File: config.mk
export PLATFORM = sky130hd
export DESIGN_NAME = lbs_ctrl
export DESIGN_NICKNAME = d
export VERILOG_FILES = /design/src/sv/lbs_pkg.sv /design/src/sv/lbs_ctrl.sv
export SDC_FILE = /design/constraint.sdc
export NUM_CORES = 1
export LEC_CHECK = 0
export BUFFER_PORTS_ARGS = -buffer_cell sky130_fd_sc_hd__buf_2
export CAP_MARGIN = 20
export CORE_ASPECT_RATIO = 1.5
export CORE_MARGIN = 4
export CORE_UTILIZATION = 46
export DETAILED_ROUTE_END_ITERATION = 8
export GPL_ROUTABILITY_DRIVEN = 0
export HOLD_SLACK_MARGIN = 0.05
export PLACE_DENSITY = 0.78
export SLEW_MARGIN = 0
export SYNTH_ARGS = -nofsm -noshare
export SYNTH_HDL_FRONTEND = slang
export SYNTH_SLANG_ARGS = --single-unit
File: constraint.sdc
create_clock -name clk_i -period 1.9 [get_ports clk_i]
set_input_delay 0.19 -clock clk_i [delete_from_list [all_inputs] [get_ports clk_i]]
set_output_delay 0.19 -clock clk_i [all_outputs]
set_load 0.05 [all_outputs]
File: src/sv/lbs_pkg.sv
package lbs_pkg;

  // Palette geometry
  localparam int unsigned BONES     = 64;
  localparam int unsigned PAL_DEPTH = BONES * 16;
  localparam int unsigned PAL_AW    = (PAL_DEPTH > 1) ? $clog2(PAL_DEPTH) : 1;

  // Datapath widths
  localparam int unsigned DATA_W      = 32;
  localparam int unsigned ACC_W       = 48;
  localparam int unsigned DOT_W       = 50;
  localparam int unsigned WGT_W       = 17;
  localparam int unsigned MUL_W       = 33;
  localparam int unsigned PROD_W      = 2 * MUL_W;
  localparam int unsigned SPLIT_W     = 24;
  localparam int unsigned LO_W        = SPLIT_W + WGT_W;
  localparam int unsigned IN_TDATA_W  = 192;
  localparam int unsigned OUT_TDATA_W = 96;

  localparam logic [WGT_W-1:0] WEIGHT_ONE = WGT_W'(65536);

  typedef enum logic [3:0] {
    ST_IDLE,
    ST_READ,
    ST_MUL,
    ST_ADD,
    ST_SAT,
    ST_WLO,
    ST_WHI,
    ST_UPD,
    ST_OUT
  } lbs_state_e;

  typedef enum logic [1:0] {
    MUL_TERM,
    MUL_WLO,
    MUL_WHI
  } mul_sel_e;

  // Sequencer to datapath controls
  typedef struct packed {
    logic       load;
    logic       mul_en;
    mul_sel_e   mul_sel;
    logic       dot_clr;
    logic       dot_add;
    logic       dot_sat;
    logic       lo_ld;
    logic       acc_upd;
    logic       out_ld;
    logic [1:0] row;
    logic [1:0] col;
  } lbs_ctrl_t;

  // Clamp a 50-bit signed value to 48 bits
  function automatic logic signed [ACC_W-1:0] sat_acc(input logic signed [DOT_W-1:0] v);
    logic [DOT_W-ACC_W:0] top;
    top = v[DOT_W-1:ACC_W-1];
    if ((top == '0) || (top == '1)) begin
      return v[ACC_W-1:0];
    end else if (v[DOT_W-1]) begin
      return {1'b1, {(ACC_W-1){1'b0}}};
    end else begin
      return {1'b0, {(ACC_W-1){1'b1}}};
    end
  endfunction

  // Clamp a 48-bit accumulator to 32 bits; msb of the result flags a clamp
  function automatic logic [DATA_W:0] sat_out(input logic signed [ACC_W-1:0] v);
    logic [ACC_W-DATA_W:0] top;
    top = v[ACC_W-1:DATA_W-1];
    if ((top == '0) || (top == '1)) begin
      return {1'b0, v[DATA_W-1:0]};
    end else if (v[ACC_W-1]) begin
      return {1'b1, 1'b1, {(DATA_W-1){1'b0}}};
    end else begin
      return {1'b1, 1'b0, {(DATA_W-1){1'b1}}};
    end
  endfunction

endpackage

File: src/sv/lbs_ctrl.sv
module lbs_ctrl
  import lbs_pkg::*;
(
  input  logic              clk_i,
  input  logic              rst_ni,
  input  logic              in_valid_i,
  input  logic              in_mode_i,
  input  logic              in_last_i,
  input  logic [5:0]        in_bone_i,
  input  logic              bone_ok_i,
  output logic              in_ready_o,
  input  logic              out_ready_i,
  output logic              out_valid_o,
  output logic [PAL_AW-1:0] rd_addr_o,
  output lbs_ctrl_t         ctrl_o
);

  lbs_state_e state_q, state_d;
  logic [1:0] row_q, col_q;
  logic [5:0] bone_q;
  logic       last_q;
  logic       out_valid_q, out_valid_d;
  logic       accept;
  logic       out_free;
  logic [1:0] rd_col;

  assign accept   = in_valid_i && (state_q == ST_IDLE) && in_mode_i;
  assign out_free = !out_valid_q || out_ready_i;

  // Next state
  always_comb begin
    state_d = state_q;
    case (state_q)
      ST_IDLE: begin
        if (accept) begin
          if (bone_ok_i) begin
            state_d = ST_READ;
          end else if (in_last_i) begin
            state_d = ST_OUT;
          end
        end
      end
      ST_READ: state_d = ST_MUL;
      ST_MUL:  state_d = ST_ADD;
      ST_ADD:  state_d = (col_q == 2'd3) ? ST_SAT : ST_MUL;
      ST_SAT:  state_d = ST_WLO;
      ST_WLO:  state_d = ST_WHI;
      ST_WHI:  state_d = ST_UPD;
      ST_UPD: begin
        if (row_q != 2'd2) begin
          state_d = ST_READ;
        end else if (last_q) begin
          state_d = ST_OUT;
        end else begin
          state_d = ST_IDLE;
        end
      end
      ST_OUT:  state_d = out_free ? ST_IDLE : ST_OUT;
      default: state_d = ST_IDLE;
    endcase
  end

  // Datapath controls
  always_comb begin
    ctrl_o         = '0;
    ctrl_o.mul_sel = MUL_TERM;
    ctrl_o.row     = row_q;
    ctrl_o.col     = col_q;
    ctrl_o.load    = accept;
    case (state_q)
      ST_READ: ctrl_o.dot_clr = 1'b1;
      ST_MUL: begin
        ctrl_o.mul_en  = 1'b1;
        ctrl_o.mul_sel = MUL_TERM;
      end
      ST_ADD:  ctrl_o.dot_add = 1'b1;
      ST_SAT:  ctrl_o.dot_sat = 1'b1;
      ST_WLO: begin
        ctrl_o.mul_en  = 1'b1;
        ctrl_o.mul_sel = MUL_WLO;
      end
      ST_WHI: begin
        ctrl_o.mul_en  = 1'b1;
        ctrl_o.mul_sel = MUL_WHI;
        ctrl_o.lo_ld   = 1'b1;
      end
      ST_UPD:  ctrl_o.acc_upd = 1'b1;
      ST_OUT:  ctrl_o.out_ld  = out_free;
      default: ;
    endcase
  end

  // Palette read: the add cycle fetches the next column ahead
  assign rd_col    = (state_q == ST_ADD) ? (col_q + 2'd1) : col_q;
  assign rd_addr_o = PAL_AW'({bone_q, row_q, rd_col});

  assign out_valid_d = ctrl_o.out_ld ? 1'b1 : (out_valid_q && !out_ready_i);

  // State and counters
  always_ff @(posedge clk_i or negedge rst_ni) begin
    if (!rst_ni) begin
      state_q     <= ST_IDLE;
      row_q       <= '0;
      col_q       <= '0;
      bone_q      <= '0;
      last_q      <= 1'b0;
      out_valid_q <= 1'b0;
    end else begin
      state_q     <= state_d;
      out_valid_q <= out_valid_d;
      if (accept) begin
        row_q  <= '0;
        col_q  <= '0;
        bone_q <= in_bone_i;
        last_q <= in_last_i;
      end else if (state_q == ST_ADD) begin
        col_q <= col_q + 2'd1;
      end else if (state_q == ST_UPD) begin
        row_q <= row_q + 2'd1;
        col_q <= '0;
      end
    end
  end

  assign in_ready_o  = (state_q == ST_IDLE);
  assign out_valid_o = out_valid_q;

endmodule

==> reports/summary.txt <==
hpwl dp: 1.595 mm
sequential share of the synthesized area: 0.4469
syn nets: 106
R2R cell count: 5
Clock Skews: 0.006050 ns
Reg2Reg Setup Slack: 0.02 ns
gr ovfl total: 0
worst setup path class: reg2out
starting density of the core: 0.4831
area occupied by multi-input gates: 445.4 um^2
DRC Markers: 0
H-tree lvl count: 1
first-pass GRT wire length: 3.222 mm
final hold violations: 0
# diodes: 0
die height: 62.05 um
Die X: 44.03 um
dpl cells: 146
vias in the first global route: 681
commonest non-fill, non-tap cell in the layout: buf_2
Worst path slowest cell: or4_4
Max Cap Viol: 0
DR pass1 iterations: 4
Syn Inst Count: 90
Port Buf Inserts: 38
1st-iter DRT viols: 25
Most used DFF post-synth: dfrtp_1
Largest stage delay, worst path: 0.56 ns
initial antenna violation count: 0
Core Area: 1854 um^2
hold_sp: in_bone_i[0]
Final Setup Violations: 1
async set or reset register ratio after synthesis: 1.000
Req. time, crit path: 1.71 ns
Tcrit/Tclk final: 1.026
Clk Latency, worst-skew pair: 0.28 ns
largest net degree at the start of global routing: 17
routed len/inst: 14.45 um
violated checks: setup timing
Seq cells post-synth: 16
R2R Path Start: state_q[2]
critical path, cell by cell: or4_4 -> clkinv_4 -> and3_4 -> buf_8
number of synthesized flops with an enable pin: 0
most frequent cells in the layout: buf_2 (32), dfrtp_1 (16), nor2_1 (12), buf_4 (12), a21oi_1 (6)
vias per inst: 5.196
outcome: finished with violations
# fillers: 152
worst hold stages: 2
Total GRT Usage: 0.1588
CP startpoint kind: register
setup TNS after final layout: -0.04954 ns
I/O Pins: 39
Hold Path Class: in2reg
RSZ-0062 raised after global routing: yes
fin util: 0.6815
CTS tree: yes
synth top area cells: dfrtp_1 (45%), mux2_4 (8.4%), nor2_1 (5.4%)
Syn-to-layout area delta: 41.06%
worst slew pin tran: 0.3462 ns
CP Max Fanout: 12
Yosys warning count: 0
Setup WS post-layout: -0.04954 ns
Synth top area share: 0.4469
synthesized area per cell: 9.954 um^2
Bufs on Longest Clock Path: 2
die area: 2732 um^2
WHS Endpoint: bone_q[0]
Unique masters post-synth: 30
CP Data Arrival Time: 1.76 ns
layout net count: 154
Critical Path End Type: primary output
Synth Cell Area: 895.9 um^2
Tmin final: 1.950 ns
Vias: 821
Yosys top cell by area: dfrtp_1
reg2reg end: bone_q[2]
Final Non-Filler Cells: 158
clk sink count: 16
Root Driver: clkbuf_4
TritonCTS buffer count: 3
Max Slew Vio Count: 0
standard-cell rows: 19
clock slew at reported path FFs: 0.09 ns
register area: 400.4 um^2
Slew HR: 0.7672
routed wire length: 2.283 mm
share of post-route cells with drive strength above 1: 0.5255
final antenna-violating net count: 0
Max Clock Freq: 512.9 MHz
## worst max-delay path by stage
stage                     startpoint         end  slack (ns)  cells past startpoint
after floorplan           state_q[2]   ctrl_o[7]       -0.01                      3
after detailed placement  state_q[2]  ctrl_o[13]        0.09                      4
after CTS                 state_q[3]   ctrl_o[4]       -0.11                      4
final                     state_q[2]  ctrl_o[13]       -0.05                      4
after global placement    state_q[2]  ctrl_o[13]        0.12                      4
after global routing      state_q[2]  ctrl_o[13]       -0.12                      4
## state kept, by name, summed over array words and instances (netlist names)
register and flops:
bone_q 6, state_q 4, col_q 2, row_q 2
last_q 1, out_valid_o 1
## synth_stat cells (2+ instances only)
cell type   n
a21oi_1     6
buf_4       3
clkbuf_1    2
dfrtp_1    16
ha_1        3
inv_1       5
mux2_2      2
mux2_4      5
nand2_1     5
nand2b_1    2
nor2_1     13
nor3_1      6
o21ai_0     4
o31ai_1     2
## layer usage
metal / global-route usage / part of all wire
met1: 0.2116 / 0.36
met2: 0.2625 / 0.56
met3: 0.02017 / 0.060
met4: 0.06034 / 0.015
met5: 0 / 0
## layout make-up
class                      count  share of cell area
multi-input combinational     60              0.3525
sequential                    16              0.3168
timing repair buffer          51              0.2564
clock buffer                   4             0.02871
inverter                       6             0.02475
tap                           21             0.02079
## stage by stage
step	hold WS [ns]	setup WS, ns	area [um^2]
2_1_floorplan	-0.1056	-0.01308	940.9
3_3_place_gp	0.1119	0.1163	1125
3_5_place_dp	0.1142	0.08764	1125
4_1_cts	0.1380	-0.1112	1190
5_1_grt	0.1182	-0.1153	1264
6_report	0.1375	-0.04954	1264
## cell families (layout without fill, tap and decap cells)
group | Yosys count | after routing | share of synthesized area
buf+inv | 14 | 61 | 0.09916
mux | 8 | 8 | 0.1201
xor+xnor | 1 | 1 | 0.009778
flops | 16 | 16 | 0.4469
simple gates | 34 | 34 | 0.1955
compound gates | 14 | 14 | 0.08660
fa+ha+maj | 3 | 3 | 0.04190
## worst max-delay path, delay by kind of cell, from the launching register on
family / cells / cell delay (ns)
buffers and inverters: 2 / 0.23
DFF: 1 / 0.42
and+or+nand+nor: 2 / 0.82
## what timing repair did
item | 4_1_cts | 5_1_grt
buffers inserted | 0 | 7
pin swaps | 2 | 1
setup endpoints to repair | 3 | 5
hold buffers | 1 | 0
gates resized for setup | 6 | 9
hold endpoints to repair | 16 | 0
Power is left out: the tool's default activity adds up to more than one toggle a clock period on the data nets, which glitch-free logic cannot reach.
