File: src/sv/lbs_pkg.sv
package lbs_pkg;

  // Palette geometry
  localparam int unsigned BONES     = 64;
  localparam int unsigned PAL_DEPTH = BONES * 16;
  localparam int unsigned PAL_AW    = (PAL_DEPTH > 1) ? $clog2(PAL_DEPTH) : 1;

  // Datapath widths
  localparam int unsigned DATA_W      = 32;
  localparam int unsigned ACC_W       = 48;
  localparam int unsigned DOT_W       = 50;
  localparam int unsigned WGT_W       = 17;
  localparam int unsigned MUL_W       = 33;
  localparam int unsigned PROD_W      = 2 * MUL_W;
  localparam int unsigned SPLIT_W     = 24;
  localparam int unsigned LO_W        = SPLIT_W + WGT_W;
  localparam int unsigned IN_TDATA_W  = 192;
  localparam int unsigned OUT_TDATA_W = 96;

  localparam logic [WGT_W-1:0] WEIGHT_ONE = WGT_W'(65536);

  typedef enum logic [3:0] {
    ST_IDLE,
    ST_READ,
    ST_MUL,
    ST_ADD,
    ST_SAT,
    ST_WLO,
    ST_WHI,
    ST_UPD,
    ST_OUT
  } lbs_state_e;

  typedef enum logic [1:0] {
    MUL_TERM,
    MUL_WLO,
    MUL_WHI
  } mul_sel_e;

  // Sequencer to datapath controls
  typedef struct packed {
    logic       load;
    logic       mul_en;
    mul_sel_e   mul_sel;
    logic       dot_clr;
    logic       dot_add;
    logic       dot_sat;
    logic       lo_ld;
    logic       acc_upd;
    logic       out_ld;
    logic [1:0] row;
    logic [1:0] col;
  } lbs_ctrl_t;

  // Clamp a 50-bit signed value to 48 bits
  function automatic logic signed [ACC_W-1:0] sat_acc(input logic signed [DOT_W-1:0] v);
    logic [DOT_W-ACC_W:0] top;
    top = v[DOT_W-1:ACC_W-1];
    if ((top == '0) || (top == '1)) begin
      return v[ACC_W-1:0];
    end else if (v[DOT_W-1]) begin
      return {1'b1, {(ACC_W-1){1'b0}}};
    end else begin
      return {1'b0, {(ACC_W-1){1'b1}}};
    end
  endfunction

  // Clamp a 48-bit accumulator to 32 bits; msb of the result flags a clamp
  function automatic logic [DATA_W:0] sat_out(input logic signed [ACC_W-1:0] v);
    logic [ACC_W-DATA_W:0] top;
    top = v[ACC_W-1:DATA_W-1];
    if ((top == '0) || (top == '1)) begin
      return {1'b0, v[DATA_W-1:0]};
    end else if (v[ACC_W-1]) begin
      return {1'b1, 1'b1, {(DATA_W-1){1'b0}}};
    end else begin
      return {1'b1, 1'b0, {(DATA_W-1){1'b1}}};
    end
  endfunction

endpackage

File: src/sv/lbs_dp.sv
module lbs_dp
  import lbs_pkg::*;
(
  input  logic                     clk_i,
  input  logic                     rst_ni,
  input  lbs_ctrl_t                ctrl_i,
  input  logic signed [DATA_W-1:0] pos_x_i,
  input  logic signed [DATA_W-1:0] pos_y_i,
  input  logic signed [DATA_W-1:0] pos_z_i,
  input  logic signed [DATA_W-1:0] pos_w_i,
  input  logic [WGT_W-1:0]         weight_i,
  input  logic [DATA_W-1:0]        rdata_i,
  output logic signed [DATA_W-1:0] out_x_o,
  output logic signed [DATA_W-1:0] out_y_o,
  output logic signed [DATA_W-1:0] out_z_o,
  output logic                     overflow_o
);

  logic signed [DATA_W-1:0] pos_q [4];
  logic [WGT_W-1:0]         wgt_q;
  logic signed [MUL_W-1:0]  mul_a, mul_b;
  logic signed [PROD_W-1:0] prod_d, prod_q;
  logic [LO_W-1:0]          lo_q;
  logic signed [DOT_W-1:0]  dot_q, term;
  logic signed [ACC_W-1:0]  dot_sat;
  logic signed [ACC_W-1:0]  acc_q [3];
  logic signed [PROD_W-1:0] wsum;
  logic signed [DOT_W-1:0]  acc_sum;
  logic [DATA_W:0]          sx, sy, sz;
  logic signed [DATA_W-1:0] ox_q, oy_q, oz_q;
  logic                     ovf_q;

  // Shared multiplier operand select
  always_comb begin
    case (ctrl_i.mul_sel)
      MUL_TERM: begin
        mul_a = MUL_W'($signed(rdata_i));
        mul_b = MUL_W'(pos_q[ctrl_i.col]);
      end
      MUL_WLO: begin
        mul_a = $signed({{(MUL_W-SPLIT_W){1'b0}}, dot_q[SPLIT_W-1:0]});
        mul_b = $signed({{(MUL_W-WGT_W){1'b0}}, wgt_q});
      end
      MUL_WHI: begin
        mul_a = MUL_W'($signed(dot_q[ACC_W-1:SPLIT_W]));
        mul_b = $signed({{(MUL_W-WGT_W){1'b0}}, wgt_q});
      end
      default: begin
        mul_a = '0;
        mul_b = '0;
      end
    endcase
  end

  assign prod_d = PROD_W'(mul_a) * PROD_W'(mul_b);

  // Term floor(m * p / 2^16), then dot clamp
  assign term    = DOT_W'($signed(prod_q[63:16]));
  assign dot_sat = sat_acc(dot_q);

  // Weighted contribution: high partial shifted onto the low one, floor by 2^16
  assign wsum    = (prod_q <<< SPLIT_W) + $signed({{(PROD_W-LO_W){1'b0}}, lo_q});
  assign acc_sum = DOT_W'(acc_q[ctrl_i.row]) + $signed(wsum[PROD_W-1:16]);

  assign sx = sat_out(acc_q[0]);
  assign sy = sat_out(acc_q[1]);
  assign sz = sat_out(acc_q[2]);

  // Operand, product, partial product, dot product and output registers
  always_ff @(posedge clk_i) begin
    if (ctrl_i.load) begin
      pos_q[0] <= pos_x_i;
      pos_q[1] <= pos_y_i;
      pos_q[2] <= pos_z_i;
      pos_q[3] <= pos_w_i;
      wgt_q    <= (weight_i > WEIGHT_ONE) ? WEIGHT_ONE : weight_i;
    end
    if (ctrl_i.mul_en) begin
      prod_q <= prod_d;
    end
    if (ctrl_i.lo_ld) begin
      lo_q <= prod_q[LO_W-1:0];
    end
    if (ctrl_i.dot_clr) begin
      dot_q <= '0;
    end else if (ctrl_i.dot_add) begin
      dot_q <= dot_q + term;
    end else if (ctrl_i.dot_sat) begin
      dot_q <= DOT_W'(dot_sat);
    end
    if (ctrl_i.out_ld) begin
      ox_q  <= sx[DATA_W-1:0];
      oy_q  <= sy[DATA_W-1:0];
      oz_q  <= sz[DATA_W-1:0];
      ovf_q <= sx[DATA_W] | sy[DATA_W] | sz[DATA_W];
    end
  end

  // Vertex accumulators, cleared as the result is loaded into the output register
  always_ff @(posedge clk_i or negedge rst_ni) begin
    if (!rst_ni) begin
      acc_q[0] <= '0;
      acc_q[1] <= '0;
      acc_q[2] <= '0;
    end else if (ctrl_i.out_ld) begin
      acc_q[0] <= '0;
      acc_q[1] <= '0;
      acc_q[2] <= '0;
    end else if (ctrl_i.acc_upd) begin
      acc_q[ctrl_i.row] <= sat_acc(acc_sum);
    end
  end

  assign out_x_o    = ox_q;
  assign out_y_o    = oy_q;
  assign out_z_o    = oz_q;
  assign overflow_o = ovf_q;

endmodule

File: config.mk
export PLATFORM = sky130hd
export DESIGN_NAME = lbs_dp
export DESIGN_NICKNAME = d
export VERILOG_FILES = /design/src/sv/lbs_pkg.sv /design/src/sv/lbs_dp.sv
export SDC_FILE = /design/constraint.sdc
export NUM_CORES = 2
export LEC_CHECK = 0
export BUFFER_PORTS_ARGS = -buffer_cell sky130_fd_sc_hd__buf_2
export CAP_MARGIN = 5
export CORE_ASPECT_RATIO = 0.6
export CORE_MARGIN = 5
export CORE_UTILIZATION = 50
export CTS_CLUSTER_DIAMETER = 50
export CTS_CLUSTER_SIZE = 8
export DETAILED_ROUTE_END_ITERATION = 8
export MAX_ROUTING_LAYER = met4
export PLACE_DENSITY = 0.67
export SKIP_LAST_GASP = 1
export SYNTH_ARGS = -nofsm -noshare
export SYNTH_HDL_FRONTEND = slang
export SYNTH_SLANG_ARGS = --single-unit
File: constraint.sdc
create_clock -name clk_i -period 11.7 [get_ports clk_i]
set_clock_uncertainty 0.1 [all_clocks]
set_input_delay 2.34 -clock clk_i [delete_from_list [all_inputs] [get_ports clk_i]]
set_output_delay 2.34 -clock clk_i [all_outputs]
set_load 0.03 [all_outputs]
==> qor.csv <==
metric,value,unit
status,"finished, final reports clean",
setup TNS,0,ns
residual overflow from global routing,0,
largest net degree at the start of global routing,82,
Pwr Density,242.1,nW/um2
number of DRC markers in iteration 0,5374,
Total Wirelength,207500,um
WS Path Type,primary input to flip-flop,
routed vias/inst,5.702,
wire length of the first global-routing pass,320600,um
"Largest stage delay, worst path",0.69,ns
R2R depth,29,
worst-margin pin slew,1.244,ns
number of standard-cell rows in the floorplan,101,
number of top-level pins,290,
DIE HEIGHT,287.7,um
average routed wire per standard cell,23.50,um
Mapped Area,64240,um2
number of register bits inferred by synthesis,525,
Peak Freq,0.08770,GHz
commonest register cell after synthesis,sky130_fd_sc_hd__edfxtp_1,
number of flops mapped to enable cells by yosys,331,
most frequent cell on the critical path,sky130_fd_sc_hd__fa_1,
gate family responsible for the most delay along the worst path,adder cells,
max-capacitance violation count,0,
detailed placement HPWL,171600,um
vias in the first global route,51960,
Die X,472.8,um
fraction of final layout cells with drive strength greater than 1,0.1225,
post-route antenna net violation count,0,
Yosys top cell area share,0.3453,
most instantiated library cell after synthesis,sky130_fd_sc_hd__fa_1,
full die area,136000,um2
P&R area growth vs syn,12.81,%
"Min Clock Period, post-route",11.40,ns
setup slack of the most critical reg-to-reg path,2.01,ns
Critical path buffers and inverters,8,
H-tree depth,3,
final cell count without fillers,8829,
largest cells by area after synthesis,"sky130_fd_sc_hd__fa_1 (35%), sky130_fd_sc_hd__edfxtp_1 (15%), sky130_fd_sc_hd__ha_1 (6.4%)",
DRC errors left,0,
FF-to-FF Start,dot_q[46]$_SDFFE_PP0P_,
worst hold-check path type,flip-flop to flip-flop,
relative slew slack,0.1621,
leak pwr,35.14,nW
number of cells on the worst hold path,2,
largest fanout of any net on the critical path,7,
RSZ-0062 raised after global routing,false,
clock latency of the later-clocked register in the worst-skew pair,0.70,ns
worst flop-to-flop path endpoint,prod_q[62]$_DFFE_PP_,
post-synth cell types,86,
number of detailed-routing iterations run before antenna repair,8,
post-synthesis area per instance,9.636,um2
worst setup path start,ctrl_i[11],
buffer cell driving the clock tree root,sky130_fd_sc_hd__clkbuf_16,
final worst-path cycle share,0.9745,
maximum VDD drop,0.3086,mV
number of nets in the synthesized netlist,8299,
cts bufs inserted,80,
"Slowest-stage cell, CP",sky130_fd_sc_hd__nor2_1,
core utilization of the finished layout,0.5706,
cell count after synthesis,6667,
worst-case hold path end point,acc_q[68]$_DFFE_PN0P_,
effective utilization at floorplan,0.5058,
CP Data Required Time,12.01,ns
Startpoint Class,primary input,
Placed Cells,8684,
initial antenna violation count,15,
number of endpoints failing setup at the final stage,0,
total number of clock tree sinks,525,
placer congestion estimate,1.025,
endpoint type of the worst setup path,flip-flop,
"area leader, netlist",sky130_fd_sc_hd__fa_1,
final net count,8699,
total global-route track usage,0.3224,
hold path start,acc_q[68]$_DFFE_PN0P_,
"Power, Total",17.55,mW
clock transition at the registers of the reported paths,0.05,ns
number of synthesis warnings,0,
total number of vias,50340,
Synth top cells by count,"sky130_fd_sc_hd__fa_1 (1108), sky130_fd_sc_hd__inv_1 (1103), sky130_fd_sc_hd__nand2_1 (805), sky130_fd_sc_hd__nor2_1 (714)",
hold buffer count at cts,0,
maximum buffer depth of the clock tree,3,
"Async S/R FF share, synth",0.2743,
sequential-to-total area share from yosys stat,0.2264,
count of pins over their slew limit,0,
TritonCTS clock tree,done,
Core Region,127000,um2
"Data arrival, critical path",11.71,ns
Port Buf Inserts,289,
final hold violations,0,
==> layer usage <==
metal	vias to the layer above	track usage	part of all wire	routed length, um
met5	-	-	0	0
met4	0	0.08637	0.027	5678
met3	295	0.1427	0.15	30580
met2	2548	0.4171	0.39	81950
met1	25450	0.4566	0.43	89300
li1	22050	-	-	-
==> tightest hold or removal path, cell delays in order (launching register included) <==
cell	delay [ns]
sky130_fd_sc_hd__dfrtp_1	0.36
sky130_fd_sc_hd__nand2_1	0.05
sky130_fd_sc_hd__o21ai_1	0.06
==> repair_timing <==
action | 4_1_cts | 5_1_grt
resized for setup | 0 | 3
endpoints found under the setup margin | 0 | 2
setup buffers | 0 | 0
==> power by group <==
| group | total [mW] | internal (mW) | switching (mW) |
|---|---|---|---|
| Sequential | 3.25 | 2.82 | 0.427 |
| Combinational | 12.1 | 4.80 | 7.26 |
| Clock | 2.24 | 1.34 | 0.901 |
==> registers in the layout, indices dropped and copies added (netlist names) <==
signal	count
pos_q	128
dot_q	50
out_z_o	32
overflow_o	1
wgt_q	17
prod_q	64
acc_q	144
out_x_o	32
lo_q	25
out_y_o	32
==> kinds of logic (layout without fill, tap and decap cells) <==
group | count (synthesis) | count (layout) | synth area share
buf+inv | 1442 | 1893 | 0.08501
compound gates | 1004 | 1004 | 0.1020
fa+ha+maj | 1439 | 1439 | 0.4097
other cells | 0 | 12 | 0
flops | 525 | 525 | 0.2264
xor+xnor | 194 | 194 | 0.02645
simple gates | 1968 | 1968 | 0.1309
mux | 95 | 95 | 0.01948
==> stage by stage <==
stage          hold WS [ns]  setup slack [ns]  cell area (um2)
2_1_floorplan        0.3570          0.004192            64240
4_1_cts              0.4123            0.4082            72440
6_report             0.4083            0.2980            72470
3_3_place_gp         0.3888           -0.1301            69980
3_5_place_dp         0.4007           -0.2612            69980
5_1_grt              0.4395            0.1513            72470
==> how the worst max path moves through the flow <==
stage,end,slack (ns),cells past startpoint
floorplan,prod_q[63]$_DFFE_PP_,0.004,32
global placement,prod_q[62]$_DFFE_PP_,-0.13,37
detailed placement,prod_q[62]$_DFFE_PP_,-0.26,37
CTS,prod_q[62]$_DFFE_PP_,0.41,37
global route,prod_q[62]$_DFFE_PP_,0.15,33
finish,prod_q[62]$_DFFE_PP_,0.30,32
==> area by class of cell <==
type,instances,area (um2)
clock inverters,16,274.0
fillers,11070,54530
repair buffers,656,4776
clock buffers,117,2182
well taps,1699,2126
diodes,12,30.03
inverters,1104,4144
multi-input cells,4700,44400
flip-flops and latches,525,14540
==> placed cells by master (no fill, tap or decap), drive strengths merged, types with 30 or more instances in the layout <==
cell type,netlist,layout
nand3,54,54
a211oi,30,30
nand2b,58,58
nand4,41,41
a31oi,31,31
and2,51,51
a22oi,45,45
a21o,189,189
nor2b,41,41
edfxtp,331,331
xor2,55,55
nor3,75,75
nor2,734,734
nand2,805,805
buf,39,656
o21a,33,33
xnor2,139,139
a21oi,212,212
mux2i,62,62
clkbuf,299,117
dfxtp,50,50
inv,1103,1104
ha,331,331
dfrtp,144,144
o21ai,274,274
o21bai,32,32
fa,1108,1108
No activity file was read; power rests on OpenSTA's default activity.
